### src/sat_mul.sv
`timescale 1ns / 1ps
module sat_mul #(
  parameter int unsigned A_W = 25,
  parameter int unsigned B_W = 27
) (
  input  logic                      clk_i,
  input  logic signed [A_W-1:0]     a_i,
  input  logic signed [B_W-1:0]     b_i,
  output logic signed [A_W+B_W-1:0] p_o
);
  always_ff @(posedge clk_i) begin
    p_o <= (A_W+B_W)'(a_i) * (A_W+B_W)'(b_i);
  end
endmodule

### config.mk
export PLATFORM = sky130hd
export DESIGN_NAME = sat_mul
export DESIGN_NICKNAME = d
export VERILOG_FILES = /design/src/sat_mul.sv
export SDC_FILE = /design/constraint.sdc
export NUM_CORES = 2
export LEC_CHECK = 0
export BUFFER_PORTS_ARGS = -buffer_cell sky130_fd_sc_hd__clkbuf_2
export CORE_UTILIZATION = 37
export CTS_BUF_LIST = sky130_fd_sc_hd__clkbuf_8
export CTS_CLUSTER_DIAMETER = 80
export DETAILED_ROUTE_END_ITERATION = 12
export PLACE_DENSITY_LB_ADDON = 0.08
export SLEW_MARGIN = 20
export SYNTH_ARGS = -nofsm -noshare
export SYNTH_HDL_FRONTEND = slang
export SYNTH_SLANG_ARGS = --single-unit
### constraint.sdc
create_clock -name clk_i -period 9.09 [get_ports clk_i]
set_input_delay 0 -clock clk_i [delete_from_list [all_inputs] [get_ports clk_i]]
set_output_delay 0 -clock clk_i [all_outputs]
set_load 0.005 [all_outputs]
==> impl_summary.log <==
[metrics] number of top-level design ports: 105
[metrics] classification of the worst-slack hold path: input port to flop
[metrics] routed via count: between 15000 and 20000
[metrics] timing startpoint of the critical path: b_i[26]
[metrics] combined global-route utilization of all metal layers: a little under a quarter
[metrics] commonest cells after routing, fill and taps aside: 729 x inv_1, 704 x fa_1, 357 x nand2_1
[metrics] unrepaired setup endpoints after global routing: false
[metrics] synthesis-to-finish area growth: 5.411%
[metrics] cells traversed along the worst timing path: clkbuf_2 > nand2_1 > inv_1 > fa_1 > fa_1 > fa_1 > inv_1 > fa_1 > inv_1 > fa_1 > inv_1 > fa_1 > inv_1 > ha_1 > nand4_1 > or3_1 > a211oi_2 > o311ai_1 > a21boi_1 > a21o_1 > a31oi_1 > xnor2_1
[metrics] critical path class: input port to flop
[metrics] GR Overflow Total: 0
[metrics] count of unresolved DRC violations after routing: 0
[metrics] count of nets left with antenna violations after detail routing: 0
[metrics] total wirelength of the detailed-routed design: about 77000 um
[metrics] count of flip-flops with a built-in enable after synthesis: 0
[metrics] maximum number of pins on one net before global-route repair: 28
[metrics] warnings from Yosys: 0
[metrics] fill cell instance count of the final layout: ~6900
[metrics] total nets after synthesis: around 3600
[metrics] status: finished, final reports clean
[metrics] Seq. cell area: 1041 um2
[metrics] weighted congestion reported at the end of routability-driven placement: between 0.8 and 0.9
[metrics] buffers from clock root to sink, at most: 2
[metrics] CP max-delay cell: fa_1
[metrics] CTS root buffer: clkbuf_8
[metrics] distinct cell type count of the synthesized netlist: 57
[metrics] Layout Nets: between 3000 and 4000
[metrics] number of antenna violations at the first check in global routing: 3
[metrics] CTS tree: done
[metrics] synthesized instance count: about 2700
[metrics] TritonCTS buffer count: 5
[metrics] Setup Buffers After CTS: 0
[metrics] number of rows created at floorplan: 95
[metrics] per-cell via count in the routed design: 4.860
[metrics] minimum period implied by the final worst setup slack: a little over 8000 ps
[metrics] number of pins with negative max-slew slack in the final report: 0
[metrics] Peak Freq: 0.1225 GHz
[metrics] Initial Util: a little under two fifths
[metrics] Num Clock Sinks: between 50 and 60
[metrics] first-pass detailed-route iteration total: 5
[metrics] accumulated negative setup slack: 0 ps
[metrics] primary flip-flop cell chosen by synthesis mapping: dfxtp_1
[metrics] total number of H-tree levels: 2
[metrics] Synth area leader: fa_1
[metrics] syn_area_per_cell: 9.336 um2
[metrics] area of the mapped netlist: between 20000 and 30000 um2
[metrics] post-CTS clock slew at the launch and capture registers of the worst setup and hold paths: 150 ps
[metrics] number of resized instances in the post-cts repair step: 0
[metrics] final setup violation count: 0
[metrics] die boundary height: about 260 um
[metrics] Multi-input gate area: approximately 21000 um2
[metrics] registers with the most flip-flops: p_o x52
[metrics] count of buffering cells on the critical path with inverters included: 6
[metrics] sequential fraction of the synthesis area: 4.074%
[metrics] Crit. End Element: flop
[metrics] worst min-delay path startpoint: a_i[0]
[metrics] max-capacitance violation count: 0
[metrics] number of hold violations in the final report: 0
[metrics] Slew HR: 33.17%
[metrics] proportion of netlist area held by the largest area contributor: between 50 and 60%
[metrics] biggest cell delay along the critical path: ~1000 ps
[metrics] Core Region: a little under 70000 um2
[metrics] CP max FO: 25
[metrics] Largest delay share family, worst path: adder cells
[metrics] Detailed Place HPWL: 63290 um
[metrics] library cell appearing most often on the critical path: fa_1
[metrics] number of global-route vias before repair: ~20000
[metrics] final cycle utilization of the critical path: ~90%
[metrics] Horiz. Die Dim: 264.8 um
[metrics] routed wire length per instance: approximately 21 um
[metrics] share of layout cells above drive strength 1: approximately 5.4%
[metrics] PortBufs: approximately 100
[metrics] DIE AREA: ~70000 um2
[metrics] drt first-iter violations: roughly 900
[metrics] top area cells in the synthesized netlist: fa_1 55%, inv_1 11%, and2_1 8.2%, ha_1 7.1%, nand2_1 5.2%
[metrics] register containing the most flip-flops in the final layout: p_o
[metrics] global-route wire length before repair: about 120000 um
[metrics] critical path startpoint category: input port
[metrics] Worst Max-Slew Pin Slew: between 900 and 1000 ps
[metrics] proportion of synthesized flip-flops having asynchronous set or reset: 0%
[metrics] number of synthesized register bits: 52
[metrics] most common cell after layout, fill and taps aside: inv_1
[metrics] max reg flops: between 50 and 60
[metrics] Hold-fix buffers, CTS: 0
[metrics] Worst EP required: between 9000 and 10000 ps
[metrics] arrival time worst endpoint: 8450 ps
## Yosys cell counts (2+ instances only)
| library cell | instances |
|---|---|
| and2_1 | 334 |
| nand2_1 | 357 |
| a31oi_1 | 9 |
| o211ai_1 | 7 |
| o31ai_2 | 2 |
| a21o_1 | 19 |
| buf_2 | 2 |
| xnor2_1 | 37 |
| fa_1 | 704 |
| xor2_1 | 21 |
| inv_1 | 729 |
| nand2b_1 | 12 |
| nor2_1 | 42 |
| o21ai_0 | 18 |
| nand4_1 | 6 |
| buf_1 | 4 |
| a21oi_2 | 2 |
| nor2b_1 | 3 |
| and4_1 | 2 |
| a31o_2 | 2 |
| dfxtp_1 | 52 |
| and3_1 | 6 |
| clkbuf_1 | 117 |
| ha_1 | 145 |
| o21ai_2 | 2 |
| o21a_1 | 4 |
| a21oi_1 | 40 |
| nor3b_1 | 2 |
| a21boi_0 | 3 |
| a311oi_1 | 2 |
| mux2i_1 | 2 |
| nand3_1 | 12 |
| o21bai_1 | 7 |
| a211oi_1 | 4 |
| nor3_1 | 4 |
| o21ai_1 | 2 |
## logic make-up (layout without fill, tap and decap cells)
logic type,Yosys count,in the layout,share of synthesized area (%)
other,0,1,0
muxes,2,2,0.07835
buffers and inverters,852,859,12.53
adders and majority gates,849,849,62.26
xor gates and xnor gates,58,58,1.988
AOI/OAI and AO/OA,138,138,3.766
DFF,52,52,4.074
and+or+nand+nor,786,786,15.31
## per-stage QoR
stage                     cells  util, %  setup WS (ps)  instance area [um2]  hold WS (ps)
final                      3618    39.75          927.7                26930         115.3
after global routing       3618    39.75          485.3                26930         120.7
after global placement     3609    39.61          389.8                26840         371.7
after floorplan            2737        -           2549                25550         121.7
after detailed placement   3609    39.61          432.8                26840         371.7
after CTS                  3617    39.75          867.8                26930         94.83
## metal layers
metal | wire, um | up-vias | share of wire (%) | track usage (%)
li1 | - | 7775 | - | -
met1 | 35270 | 9398 | 46 | 33.04
met3 | 2823 | 59 | 3.7 | 2.211
met5 | 23 | - | 0.030 | 0
met4 | 1136 | 4 | 1.5 | 3.921
met2 | 37470 | 346 | 49 | 39.09
## final cells by class
cell class	instances	area share (%)
sequential	52	3.865
clock inverter	3	0.1022
clock buffer	5	0.2555
inverter	729	10.16
timing repair buffer	122	2.434
tap	873	4.055
antenna	1	0.009291
multi-input combinational	1833	79.12
## worst min-delay path, delay by kind of cell
kind                   cells  cell delay, ps
buffers and inverters      2             300
and+or+nand+nor            1             200
## worst paths after layout
kind      end  slack [ps]  cells past startpoint
min    p_o[0]         120                      3
max   p_o[47]         930                     22
Power is left out: the tool's default activity adds up to more than one toggle a clock period on the data nets, which glitch-free logic cannot reach.
