===== src/sat_pkg.sv =====
`timescale 1ns / 1ps
package sat_pkg;

  localparam int unsigned POINTS_PER_SET_DEF = 5;
  localparam int unsigned COORD_BITS_DEF     = 24;
  localparam int unsigned SLOT_W             = 3;

  // axis codes, in test order
  localparam logic [2:0] AXIS_X     = 3'd0;
  localparam logic [2:0] AXIS_Y     = 3'd1;
  localparam logic [2:0] AXIS_Z     = 3'd2;
  localparam logic [2:0] AXIS_E0    = 3'd3;
  localparam logic [2:0] AXIS_E1    = 3'd4;
  localparam logic [2:0] AXIS_CROSS = 3'd5;

  // how one multiply step contributes to a projection
  typedef enum logic [1:0] {
    KIND_SINGLE = 2'd0,
    KIND_LO     = 2'd1,
    KIND_HI     = 2'd2
  } kind_e;

  typedef struct packed {
    logic  valid;
    logic  set;
    logic  first;
    kind_e kind;
  } sat_tag_t;

endpackage


===== src/sat_proj.sv =====
`timescale 1ns / 1ps
module sat_proj import sat_pkg::*; #(
  parameter int unsigned PRW = 52,
  parameter int unsigned PW  = 77,
  parameter int unsigned H   = 26
) (
  input  logic                  clk_i,
  input  logic                  rst_ni,
  input  sat_tag_t              tag_i,
  input  logic signed [PRW-1:0] prod_i [3],
  output logic                  sep_o
);
  logic signed [PW-1:0] sum_w, hi_w;
  logic signed [PW-1:0] lo_acc_q, proj_q;
  logic signed [PW-1:0] own_lo_q, own_hi_q, oth_lo_q, oth_hi_q;
  logic                 vld3_q, set3_q, first3_q;

  assign sum_w = PW'(prod_i[0]) + PW'(prod_i[1]) + PW'(prod_i[2]);
  assign hi_w  = (sum_w <<< H) + lo_acc_q;

  always_ff @(posedge clk_i or negedge rst_ni) begin
    if (!rst_ni) begin
      vld3_q <= 1'b0;
    end else begin
      vld3_q <= tag_i.valid && (tag_i.kind != KIND_LO);
    end
  end

  always_ff @(posedge clk_i) begin
    set3_q   <= tag_i.set;
    first3_q <= tag_i.first;
    if (tag_i.valid && tag_i.kind == KIND_LO) begin
      lo_acc_q <= sum_w;
    end
    proj_q <= (tag_i.kind == KIND_HI) ? hi_w : sum_w;

    // fold the projection into its set's interval
    if (vld3_q) begin
      if (!set3_q) begin
        if (first3_q || proj_q < own_lo_q) own_lo_q <= proj_q;
        if (first3_q || proj_q > own_hi_q) own_hi_q <= proj_q;
      end else begin
        if (first3_q || proj_q < oth_lo_q) oth_lo_q <= proj_q;
        if (first3_q || proj_q > oth_hi_q) oth_hi_q <= proj_q;
      end
    end
  end

  assign sep_o = (own_hi_q < oth_lo_q) || (oth_hi_q < own_lo_q);
endmodule


===== config.mk =====
export PLATFORM = sky130hd
export DESIGN_NAME = sat_proj
export DESIGN_NICKNAME = d
export VERILOG_FILES = /design/src/sat_pkg.sv /design/src/sat_proj.sv
export SDC_FILE = /design/constraint.sdc
export NUM_CORES = 1
export LEC_CHECK = 0
export BUFFER_PORTS_ARGS = -buffer_cell sky130_fd_sc_hd__clkbuf_2
export CORE_MARGIN = 2
export CORE_UTILIZATION = 53
export CTS_BUF_LIST = sky130_fd_sc_hd__clkbuf_4 sky130_fd_sc_hd__clkbuf_8
export DETAILED_ROUTE_END_ITERATION = 6
export GPL_TIMING_DRIVEN = 1
export PLACE_DENSITY = 0.83
export RECOVER_POWER = 25
export SYNTH_ARGS = -nofsm -noshare
export SYNTH_HDL_FRONTEND = slang
export SYNTH_SLANG_ARGS = --single-unit

===== constraint.sdc =====
create_clock -name clk_i -period 8.2 [get_ports clk_i]
set_clock_uncertainty 0.05 [all_clocks]
set_input_delay 0.41 -clock clk_i [delete_from_list [all_inputs] [get_ports clk_i]]
set_output_delay 0.41 -clock clk_i [all_outputs]
set_load 0.05 [all_outputs]

==> qor.yml <==
sta:
  rsz0062_at_grt: "no"
  drv_slew: 0
  worst_pin_slew_ns: 1.074
  worst_slack_ns: 2.789
  final.setup.tns_ns: 0
  finalHoldViolations: 0
  period_share_pct: 65.99
  maxSlewHeadroom_pct: 27.74
  setup_violations: 0
  fmax_mhz: 184.8
  period_needed_ns: 5.411
final_layout:
  nFillCells: 4696
  syn2layout_area_growth_pct: 10.41
  drive_gt1_share_pct: 10.10
  layout.nets: 3950
hold_path:
  hold_path_class: "primary input to asynchronous set/reset pin"
die:
  ios: 164
  design.core.area_um2: 58800
  die_area_um2: 61100
  die_x_um: 247.2
  start_util_pct: 53.31
  die_height_um: 247.2
  rows: 89
power:
  pwr-share-seq_pct: 34.6
  irDropWorstVdd_mv: 0.1373
  power_leakage_nw: 16.59
  p_comb_share_pct: 46.9
  p_clk_share_pct: 18.5
  p_switching_mw: 4.552
  p_sw_share_pct: 41.59
  internal_power_mw: 6.393
  power.total_mw: 10.95
  powerDensity_nw_per_um2: 316.3
critical_path:
  path_max_fanout: 5
  cp_slowest_cell: "fa_1"
  reg2reg_from: "proj_q[22]$_DFF_P_"
  cp_common_cell: "inv_1"
  rr_worst_depth: 12
  cp.required_ns: 8.62
  path_class: "primary input to flop"
  worstSetupStartpointType: "primary input"
  r2r-end: "oth_lo_q[32]$_DFFE_PP_"
  crit_start: "prod_i[1]"
  end_kind: "flop"
  reg2reg_slack_ns: 3.32
  crit_arrival_ns: 5.83
  critical-path-max-stage-delay_ns: 0.47
detailed_routing:
  top_layer: "met4"
  via_per_inst: 5.932
  routed-via-count: 23730
  ant_nets: 0
  wl_met1_um: 33020
  drtIter0Drc: 1782
  wl_per_cell_um: 19.61
  routed-wl-met3_um: 4760
  wl_met2_um: 37470
  route.detailed.drc: 0
  wl_um: 78460
  drtPass1Iterations: 5
synthesis:
  yosys-top-cells-count: "562 x ha_1, 362 x edfxtp_1, 345 x inv_1, 248 x a21o_1, 235 x a21oi_1"
  synth_nets: 3755
  synth_top_area_share_pct: 34.68
  syn_area_per_cell_um2: 10.53
  synth.distinct_cells: 80
  synth_area_leader_cell: "edfxtp_1"
  synth-seq-cells: 442
  synth_flop_cell: "edfxtp_1"
  syn_inst: 2976
  synth_area_um2: 31350
  synthArstFlopShare_pct: 0.2262
  synth.most_common_cell: "ha_1"
  ys_seq_area_share_pct: 39.81
  synth_enable_flop_cells: 362
  yosys_warnings: 0
  yosys-top-cells-area: "edfxtp_1 35%, ha_1 22%, a21o_1 5.9%"
placement:
  io_buffers: 163
  hpwl_um: 60640
  routabilityCongestion: 0.9325
  pre_cts_slack_ns: 2.256
global_routing:
  grt_pass1_vias: 23480
  grt_max_degree: 74
  grt_pass1_wl_um: 122600
  grt_usage_pct: 25.46
  grt_antenna_before_repair: 3
  gr-total-overflow: 0
clock_tree:
  numCtsBuffers: 68
  clock_latency_ns: 0.64
  numClockSinks: 442
  htreeDepth: 3
  cts-root-buf: "clkbuf_8"
  cts_tree: "built"
  path_clk_slew_ns: 0.06
  post-cts-setup-buffer-count: 0
  cts_buffer_depth: 3
  holdBufCountCts: 5
  postCtsResizedCells: 0
outcome:
  status: "completed"
run:
  cap_violations: 0
[state kept, by name (all words and copies together), names as in the netlist]
| signal | flops |
|---|---|
| oth_hi_q | 77 |
| oth_lo_q | 77 |
| own_hi_q | 77 |
| own_lo_q | 77 |
| proj_q | 77 |
| lo_acc_q | 54 |
| first3_q | 1 |
| set3_q | 1 |
| vld3_q | 1 |
[routing by layer]
layer	vias up	track usage [%]
met5	-	0
met1	11280	32.80
met4	0	10.83
li1	11380	-
met3	183	3.039
met2	885	43.27
[worst max-delay path by stage]
stage,depth (start not counted),to
global route,25,proj_q[74]$_DFF_P_
floorplan,10,own_lo_q[0]$_DFFE_PP_
global placement,25,proj_q[74]$_DFF_P_
detailed placement,26,proj_q[74]$_DFF_P_
finish,25,proj_q[74]$_DFF_P_
CTS,24,proj_q[76]$_DFF_P_
[layout make-up]
class                      count  area [um^2]  share of cell area, %
inverter                     345         1295                  3.742
antenna                        1        2.502               0.007231
timing repair buffer         178        938.4                  2.711
clock inverter                18        152.6                 0.4411
clock buffer                 108         1380                  3.988
sequential                   442        12480                  36.05
tap                          773        967.2                  2.795
multi-input combinational   2136        17400                  50.26
[placed cells by master (no fill, tap or decap), types with 11 or more instances in the layout]
cell	netlist	layout
nor3_1	20	19
nor2_1	92	91
o21a_1	25	25
dfxtp_1	79	79
nand2_1	199	199
inv_1	345	345
xnor2_1	48	48
o21ai_0	142	142
nor4_1	15	15
and3_1	12	11
a21oi_1	235	235
a211oi_1	21	21
nand4_1	122	122
a21o_1	248	248
or3_1	12	12
xor2_1	46	46
clkbuf_4	0	17
a31oi_1	19	19
edfxtp_1	362	362
nor2b_1	32	32
nand3_1	32	32
clkbuf_2	0	161
o21bai_1	21	21
o31ai_1	13	13
ha_1	562	562
nand2b_1	22	21
clkbuf_8	0	91
fa_1	54	54
[metrics by stage]
step                      util, %  cell area (um^2)  cells  hold slack [ns]
after CTS                   58.86             34610   4000         0.005433
after global routing        58.86             34610   4001          0.05975
after global placement      56.17             33030   3869           0.1348
after floorplan                 -             31350   2976          0.06441
after detailed placement    56.17             33030   3869           0.1358
final                       58.86             34610   4001          0.06820
[cells by family after synthesis]
kind of cell    after synthesis  share of synthesized area (%)
compound gates              816                          16.91
xor+xnor                     95                          2.678
fa+ha+maj                   616                          25.88
buf+inv                     398                          4.798
flops                       442                          39.81
mux                           7                         0.2515
simple gates                602                          9.676
[critical path: cells and delay by family]
kind	cells	cell delay (ns)
buffers and inverters	4	0.27
and+or+nand+nor	5	0.60
xor gates and xnor gates	2	0.53
adders and majority gates	4	1.44
AOI/OAI and AO/OA	10	2.59
[power by group through the flow]
stage          Clock [mW]  Sequential (mW)  Combinational (mW)
2_1_floorplan           0             3.55                3.64
3_3_place_gp            0             3.79                4.84
3_5_place_dp            0             3.81                4.99
4_1_cts              2.04             3.77                5.06
5_1_grt              2.14             3.84                5.70
6_report             2.02             3.79                5.13
(Power assumes the default switching activity.)
