<file path="src/sat_ram.sv">
`timescale 1ns / 1ps
module sat_ram #(
  parameter int unsigned WIDTH = 8,
  parameter int unsigned DEPTH = 16,
  localparam int unsigned AW = $clog2(DEPTH)
) (
  input  logic             clk_i,
  input  logic             we_i,
  input  logic [AW-1:0]    waddr_i,
  input  logic [WIDTH-1:0] wdata_i,
  input  logic [AW-1:0]    raddr_i,
  output logic [WIDTH-1:0] rdata_o
);
  logic [WIDTH-1:0] mem [DEPTH];

  always_ff @(posedge clk_i) begin
    if (we_i) begin
      mem[waddr_i] <= wdata_i;
    end
    rdata_o <= mem[raddr_i];
  end
endmodule

</file>
<file path="config.mk">
export PLATFORM = sky130hd
export DESIGN_NAME = sat_ram
export DESIGN_NICKNAME = d
export VERILOG_FILES = /design/src/sat_ram.sv
export SDC_FILE = /design/constraint.sdc
export NUM_CORES = 1
export LEC_CHECK = 0
export ABC_CLOCK_PERIOD_IN_PS = 3300
export BUFFER_PORTS_ARGS = -buffer_cell sky130_fd_sc_hd__buf_2
export CORE_MARGIN = 3
export CORE_UTILIZATION = 40
export CTS_CLUSTER_SIZE = 10
export DETAILED_ROUTE_END_ITERATION = 10
export PLACE_DENSITY_LB_ADDON = 0.25
export RECOVER_POWER = 100
export SLEW_MARGIN = 10
export SYNTH_ARGS = -nofsm -noshare
export SYNTH_HDL_FRONTEND = slang
export SYNTH_SLANG_ARGS = --single-unit
</file>
<file path="constraint.sdc">
create_clock -name clk_i -period 3.3 [get_ports clk_i]
set_input_delay 0.165 -clock clk_i [delete_from_list [all_inputs] [get_ports clk_i]]
set_output_delay 0.165 -clock clk_i [all_outputs]
set_load 0.01 [all_outputs]
</file>
==> results of run 1 <==
==> metrics by stage <==
| step | instance area [um^2] | hold slack (ps) | cells | power (mW) | worst slack, ps |
|---|---|---|---|---|---|
| 2_1_floorplan | 5150 | 264 | 229 | 2.08 | 1640 |
| 3_3_place_gp | 5440 | 557 | 418 | 2.15 | 1390 |
| 3_5_place_dp | 5440 | 567 | 418 | 2.16 | 1330 |
| 4_1_cts | 6030 | 128 | 450 | 4.02 | 1820 |
| 5_1_grt | 5990 | 303 | 450 | 4.10 | 1200 |
| 6_report | 5990 | 284 | 450 | 3.98 | 1460 |
==> cells in the mapped netlist, drive strengths merged <==
master,n,area [um^2]
or3b,1,8.76
mux4,32,773
clkdlybuf4s25,3,30.0
nor2,13,48.8
nor3,4,20.0
a22oi,16,120
dfxtp,8,160
nand3b,2,15.0
nand2b,2,12.5
nand3,1,5.00
and2b,1,7.51
and2,1,6.26
edfxtp,128,3840
nand2,9,33.8
nor2b,1,6.26
buf,7,56.3
==> final timing paths <==
check | slack (ps) | to | depth (start not counted)
setup reg to reg | 1950 | rdata_o[0] | 3
hold / removal | 280 | mem[3][6] | 1
setup / recovery | 1460 | rdata_o[3] | 5
hold reg to reg | 670 | rdata_o[2] | 3
==> layout by cell type (no fill, tap or decap) <==
cell and instances:
buf_2 5, buf_4 2, nand2_1 9, bufinv_16 3, nor3_1 4, clkinv_2 5, clkbuf_8 2, nand2b_1 2
clkinvlp_4 1, edfxtp_1 128, nor2_1 13, and2_1 1, clkinv_1 1, clkbuf_1 27, nand3b_1 2, mux4_1 14
or3b_2 1, a22oi_1 16, nand3_1 1, nor2b_1 1, mux4_2 18, and2b_1 1, dfxtp_1 8, clkbuf_16 17
==> logic make-up (layout without fill, tap and decap cells) <==
| family | after synthesis | in the layout | share of synthesized area (%) |
|---|---|---|---|
| muxes | 32 | 32 | 15.0 |
| and+or+nand+nor | 35 | 35 | 3.18 |
| AOI/OAI and AO/OA | 16 | 16 | 2.33 |
| buffers and inverters | 10 | 63 | 1.68 |
| DFF | 136 | 136 | 77.8 |
==> area by class of cell <==
class	instances	area, um^2
Timing Repair Buffer	31	130
Clock buffer	22	464
Sequential cell	136	4000
Tap cell	168	210
Fill cell	1029	6320
Multi-Input combinational cell	83	1060
Clock inverter	10	126
==> metal layers <==
layer	vias up	track usage (%)	routed length, um
met3	6	4.18	508
met1	1231	19.7	4370
met5	-	0	0
met4	0	6.66	106
li1	1050	-	-
met2	69	23.3	4910
==> sequential cells by signal (all words and copies together), names as in the netlist <==
name     cells
mem        128
rdata_o      8
==> power by group through the flow <==
stage | combinational (mW) | clock, mW | sequential, mW
floorplan | 0.0980 | 0 | 1.98
global placement | 0.174 | 0 | 1.98
detailed placement | 0.177 | 0 | 1.98
CTS | 0.177 | 1.89 | 1.95
global route | 0.182 | 1.97 | 1.95
finish | 0.167 | 1.87 | 1.95
==> results.txt, run 1 <==
Yosys warnings = 0
initial core utilization = 41.8%
logic gate share of total power = 4.2%
initial antenna violation count = 0
Gates resized, CTS repair = 0
I/O pins = 26
Total Nets Final = 287
Setup TNS = 0 ps
share of cells above drive strength 1 = 19.1%
LEAKAGE = 1.94 nW
Worst Path Arrival = 2130 ps
global placement routability congestion = 0.669
Worst setup EP type = flop
Global Route Usage Sum = 14.9%
Final Cycle Share = 55.8%
detailed-route wire length = 9.90 mm
max-slew violations = 0
reg2reg start = mem[10][0]
Syn Inst Count = 229
Hold-fix buffers, CTS = 0
Slew @ Worst Pin = 932 ps
beginning of the worst hold path = wdata_i[6]
P_sw = 0.762 mW
minimum clock period = 1840 ps
clk slew on worst S/H paths = 60 ps
Routed Antenna Nets = 0
CTS Root Buffer Type = clkbuf_16
CTS Sinks = 136
CORE AREA = 12,300 um^2
# DRC = 0
DRT Pass-1 Iters = 4
maxcap violations = 0
CTS Buf Count = 17
Reg power frac = 48.9%
slowest CP cell = clkbuf_1
Yosys reg bits = 136
die outline height = 119 um
critical path type = in2reg
CP Launch Point = raddr_i[0]
port bufs = 25
Hold Fails Final Rpt = 0
post-detail-place hpwl = 6.30 mm
vias in the first global route = 2,504
DIE AREA = 14,300 um^2
First DRT Iteration DRCs = 218
Setup Fix Bufs, Post-CTS = 0
Netlist Area Pre-Place = 5150 um^2
worst relative slew slack = 37.6%
n_diodes = 0
Clk pwr share = 46.9%
worst endpoint required time = 3590 ps
post-synth cell types = 19
final setup vio count = 0
crit path max fanout = 12
Max clock buf depth = 2
Worst Path Buf+Inv = 2
achievable frequency = 0.543 GHz
hold crit path type = in2reg
sequential element share of the synthesized area = 77.8%
area grow syn2layout = 16.4%
first-pass GRT wire length = 15.0 mm
status = completed
slowest stage delay, CP = 680 ps
Pint = 3.22 mW
CP delay by family, top = buffers and inverters
Sw Ratio = 19.1%
clk_skew = 9.55 ps
critical path startpoint category = input pin
CTS tree = done
num rows = 40
pwr/cell area = 664 nW/um^2
worst skew pair latency = 410 ps
H-tree depth = 4
routed vias/inst = 5.24
synthesized area per cell = 22.5 um^2
Overflow after GRT = 0
worst vdd ir = 395 uV
DR vias = 2,356
RSZ-0062 raised after global routing = false
critical path, cell by cell = clkbuf_1, buf_4, mux4_1, a22oi_1, nand2_1
largest net degree at the start of global routing = 33
final core occ = 48.7%
wire per inst = 22.0 um
chip width = 119 um
Syn Nets = 247
Note: power is estimated with default switching activity, not from simulation.
==> run 2: changes to the inputs <==
--- a/config.mk
+++ b/config.mk
@@ -5,7 +5,7 @@
 export SDC_FILE = /design/constraint.sdc
 export NUM_CORES = 1
 export LEC_CHECK = 0
-export ABC_CLOCK_PERIOD_IN_PS = 3300
+export ABC_CLOCK_PERIOD_IN_PS = 1800
 export BUFFER_PORTS_ARGS = -buffer_cell sky130_fd_sc_hd__buf_2
 export CORE_MARGIN = 3
 export CORE_UTILIZATION = 40
==> constraint.sdc (replaced) <==
create_clock -name clk_i -period 1.8 [get_ports clk_i]
set_input_delay 0.09 -clock clk_i [delete_from_list [all_inputs] [get_ports clk_i]]
set_output_delay 0.09 -clock clk_i [all_outputs]
set_load 0.01 [all_outputs]
==> run 2 against run 1 <==
Count of clock-buffer cells in the layout shrank 5. Clock power increased by 110%. Global-route usage shrank 0.17 points. Critical path depth fell by 2. Sequential share of layout area fell by 2.1 points. Hold slack worse by 74 ps. Combinational power increased by 93%. Utilization up 1.6 points. First-iteration DRC count decreased by 11%. Critical endpoint is now rdata_o[4].
==> results.txt, run 2 (same netlist as run 1, synthesis figures left out) <==
GR Util met2 = 22.3% (-0.99 points)
CTS Buf Count = 17 (unchanged)
chip width = 119 um (unchanged)
Routed Antenna Nets = 0 (unchanged)
initial antenna violation count = 0 (unchanged)
RSZ-0062 raised after global routing = false
die outline height = 119 um (unchanged)
Worst Path Buf+Inv = 0 (-2)
maxcap violations = 0 (unchanged)
Setup Fix Bufs, Post-CTS = 0 (unchanged)
max-slew violations = 0 (unchanged)
grt met1 use = 20.1% (+0.46 points)
crit path max fanout = 1 (-11)
critical path startpoint category = flop
Gates resized, CTS repair = 0 (unchanged)
Overflow after GRT = 0 (unchanged)
Reg with most FFs = mem
biggest regs = mem x128, rdata_o x8
CTS Root Buffer Type = clkbuf_16
port bufs = 25 (unchanged)
GR Layer Usage met3 = 5.18% (+1.0 points)
worst skew pair latency = 410 ps (about the same)
DIE AREA = 14,300 um^2 (unchanged)
commonest non-fill, non-tap cell in the layout = edfxtp_1
slowest CP cell = mux4_1
worst endpoint required time = 2080 ps (-1510 ps)
Slew @ Worst Pin = 739 ps (-193 ps)
Global Route Usage Sum = 14.8% (-0.17 points)
area grow syn2layout = 20.2%
routed vias/inst = 5.23 (-0.20%)
share of cells above drive strength 1 = 20.5% (+1.3 points)
H-tree depth = 4 (unchanged)
CORE AREA = 12,300 um^2 (unchanged)
first-pass GRT wire length = 15.0 mm (-0.32%)
CP delay by family, top = multiplexers
achievable frequency = 0.720 GHz
Hold-fix buffers, CTS = 0 (unchanged)
num rows = 40 (unchanged)
worst vdd ir = 633 uV (+60%)
final setup margin = 412 ps (-1050 ps)
hold crit path type = in2reg
post-detail-place hpwl = 6.40 mm (+1.5%)
CTS Sinks = 136 (unchanged)
final setup vio count = 0 (unchanged)
worst relative slew slack = 50.7% (+13 points)
Total Nets Final = 303 (+5.6%)
CTS tree = done
Max clock buf depth = 2 (unchanged)
DRT Pass-1 Iters = 4 (unchanged)
DR vias = 2,435 (+3.4%)
Hold Fails Final Rpt = 0 (unchanged)
Final Cycle Share = 77.1%
Worst setup EP type = flop
grt peak-use layer = met2
# DRC = 0 (unchanged)
detailed-route wire length = 9.83 mm (-0.69%)
Worst Path Arrival = 1670 ps (-460 ps)
critical path, cell by cell = mux4_1, a22oi_1, nand2_1
Setup TNS = 0 ps (unchanged)
clk slew on worst S/H paths = 60 ps (about the same)
pwr/cell area = 1260 nW/um^2 (+89%)
hold slack = 210 ps (-74.1 ps)
commonest cells after routing, fill and taps aside = edfxtp_1 (128), clkbuf_1 (36), mux4_2 (18)
vias in the first global route = 2,492 (-0.48%)
max FFs per register = 128 (unchanged)
slowest stage delay, CP = 510 ps (-170 ps)
LEAKAGE = 2.01 nW (+3.4%)
First DRT Iteration DRCs = 194 (-11%)
largest net degree at the start of global routing = 25 (-24%)
clk_skew = 6.21 ps (-3.35 ps)
initial core utilization = 41.8% (unchanged)
status = completed
wire per inst = 21.1 um (-4.1%)
I/O pins = 26 (unchanged)
global placement routability congestion = 0.705 (+5.4%)
critical path type = reg2reg
Fillers = 1,028 (-0.097%)
Setup Slack @ Placement = 219 ps (-1110 ps)
minimum clock period = 1390 ps
n_diodes = 0 (unchanged)
[run 2: cell types whose count changed in the layout (fill, tap and decap cells not counted), moves of 3 or more]
cell	change
clkinv_2	-5
clkbuf_1	+9
buf_12	+3
clkinvlp_4	+4
inv_6	+3
bufinv_16	+3
[run 2: area by class of cell]
class	instances	area, um^2	share of cell area (%)
Multi-Input combinational cell	83	1060	17.1
Timing Repair Buffer	47	243	3.92
Tap cell	168	210	3.40
Clock inverter	15	248	4.00
Clock buffer	17	425	6.88
Sequential cell	136	4000	64.7
[run 2: per-stage QoR]
stage | util, % | total power [mW] | cells | instance area (um^2)
final | 50.3 | 7.78 | 466 | 6190
after global routing | 50.3 | 8.03 | 466 | 6190
after CTS | 50.9 | 7.87 | 466 | 6270
after detailed placement | 45.5 | 3.98 | 434 | 5600
after global placement | 45.5 | 3.97 | 434 | 5600
after floorplan | - | 3.81 | 229 | 5150
[run 2: worst paths after layout]
kind / startpoint / end / slack [ps] / cells past startpoint
setup / recovery: mem[9][4] / rdata_o[4] / 410 / 3
hold reg to reg: mem[15][2] / rdata_o[2] / 670 / 3
hold / removal: wdata_i[4] / mem[15][4] / 210 / 1
setup reg to reg: mem[9][4] / rdata_o[4] / 410 / 3
[run 2: power breakdown]
part           internal [mW]  switching [mW]  total (mW)
sequential              3.54          0.0232        3.57
clock                   2.60            1.29        3.89
combinational          0.135           0.188       0.323
total                   6.28            1.50        7.78
[run 2: routing by layer]
metal / up-vias / share of wire, %
met5: - / 0
met4: 0 / 1.0
met3: 8 / 5.5
met2: 64 / 49
met1: 1278 / 45
li1: 1085 / -
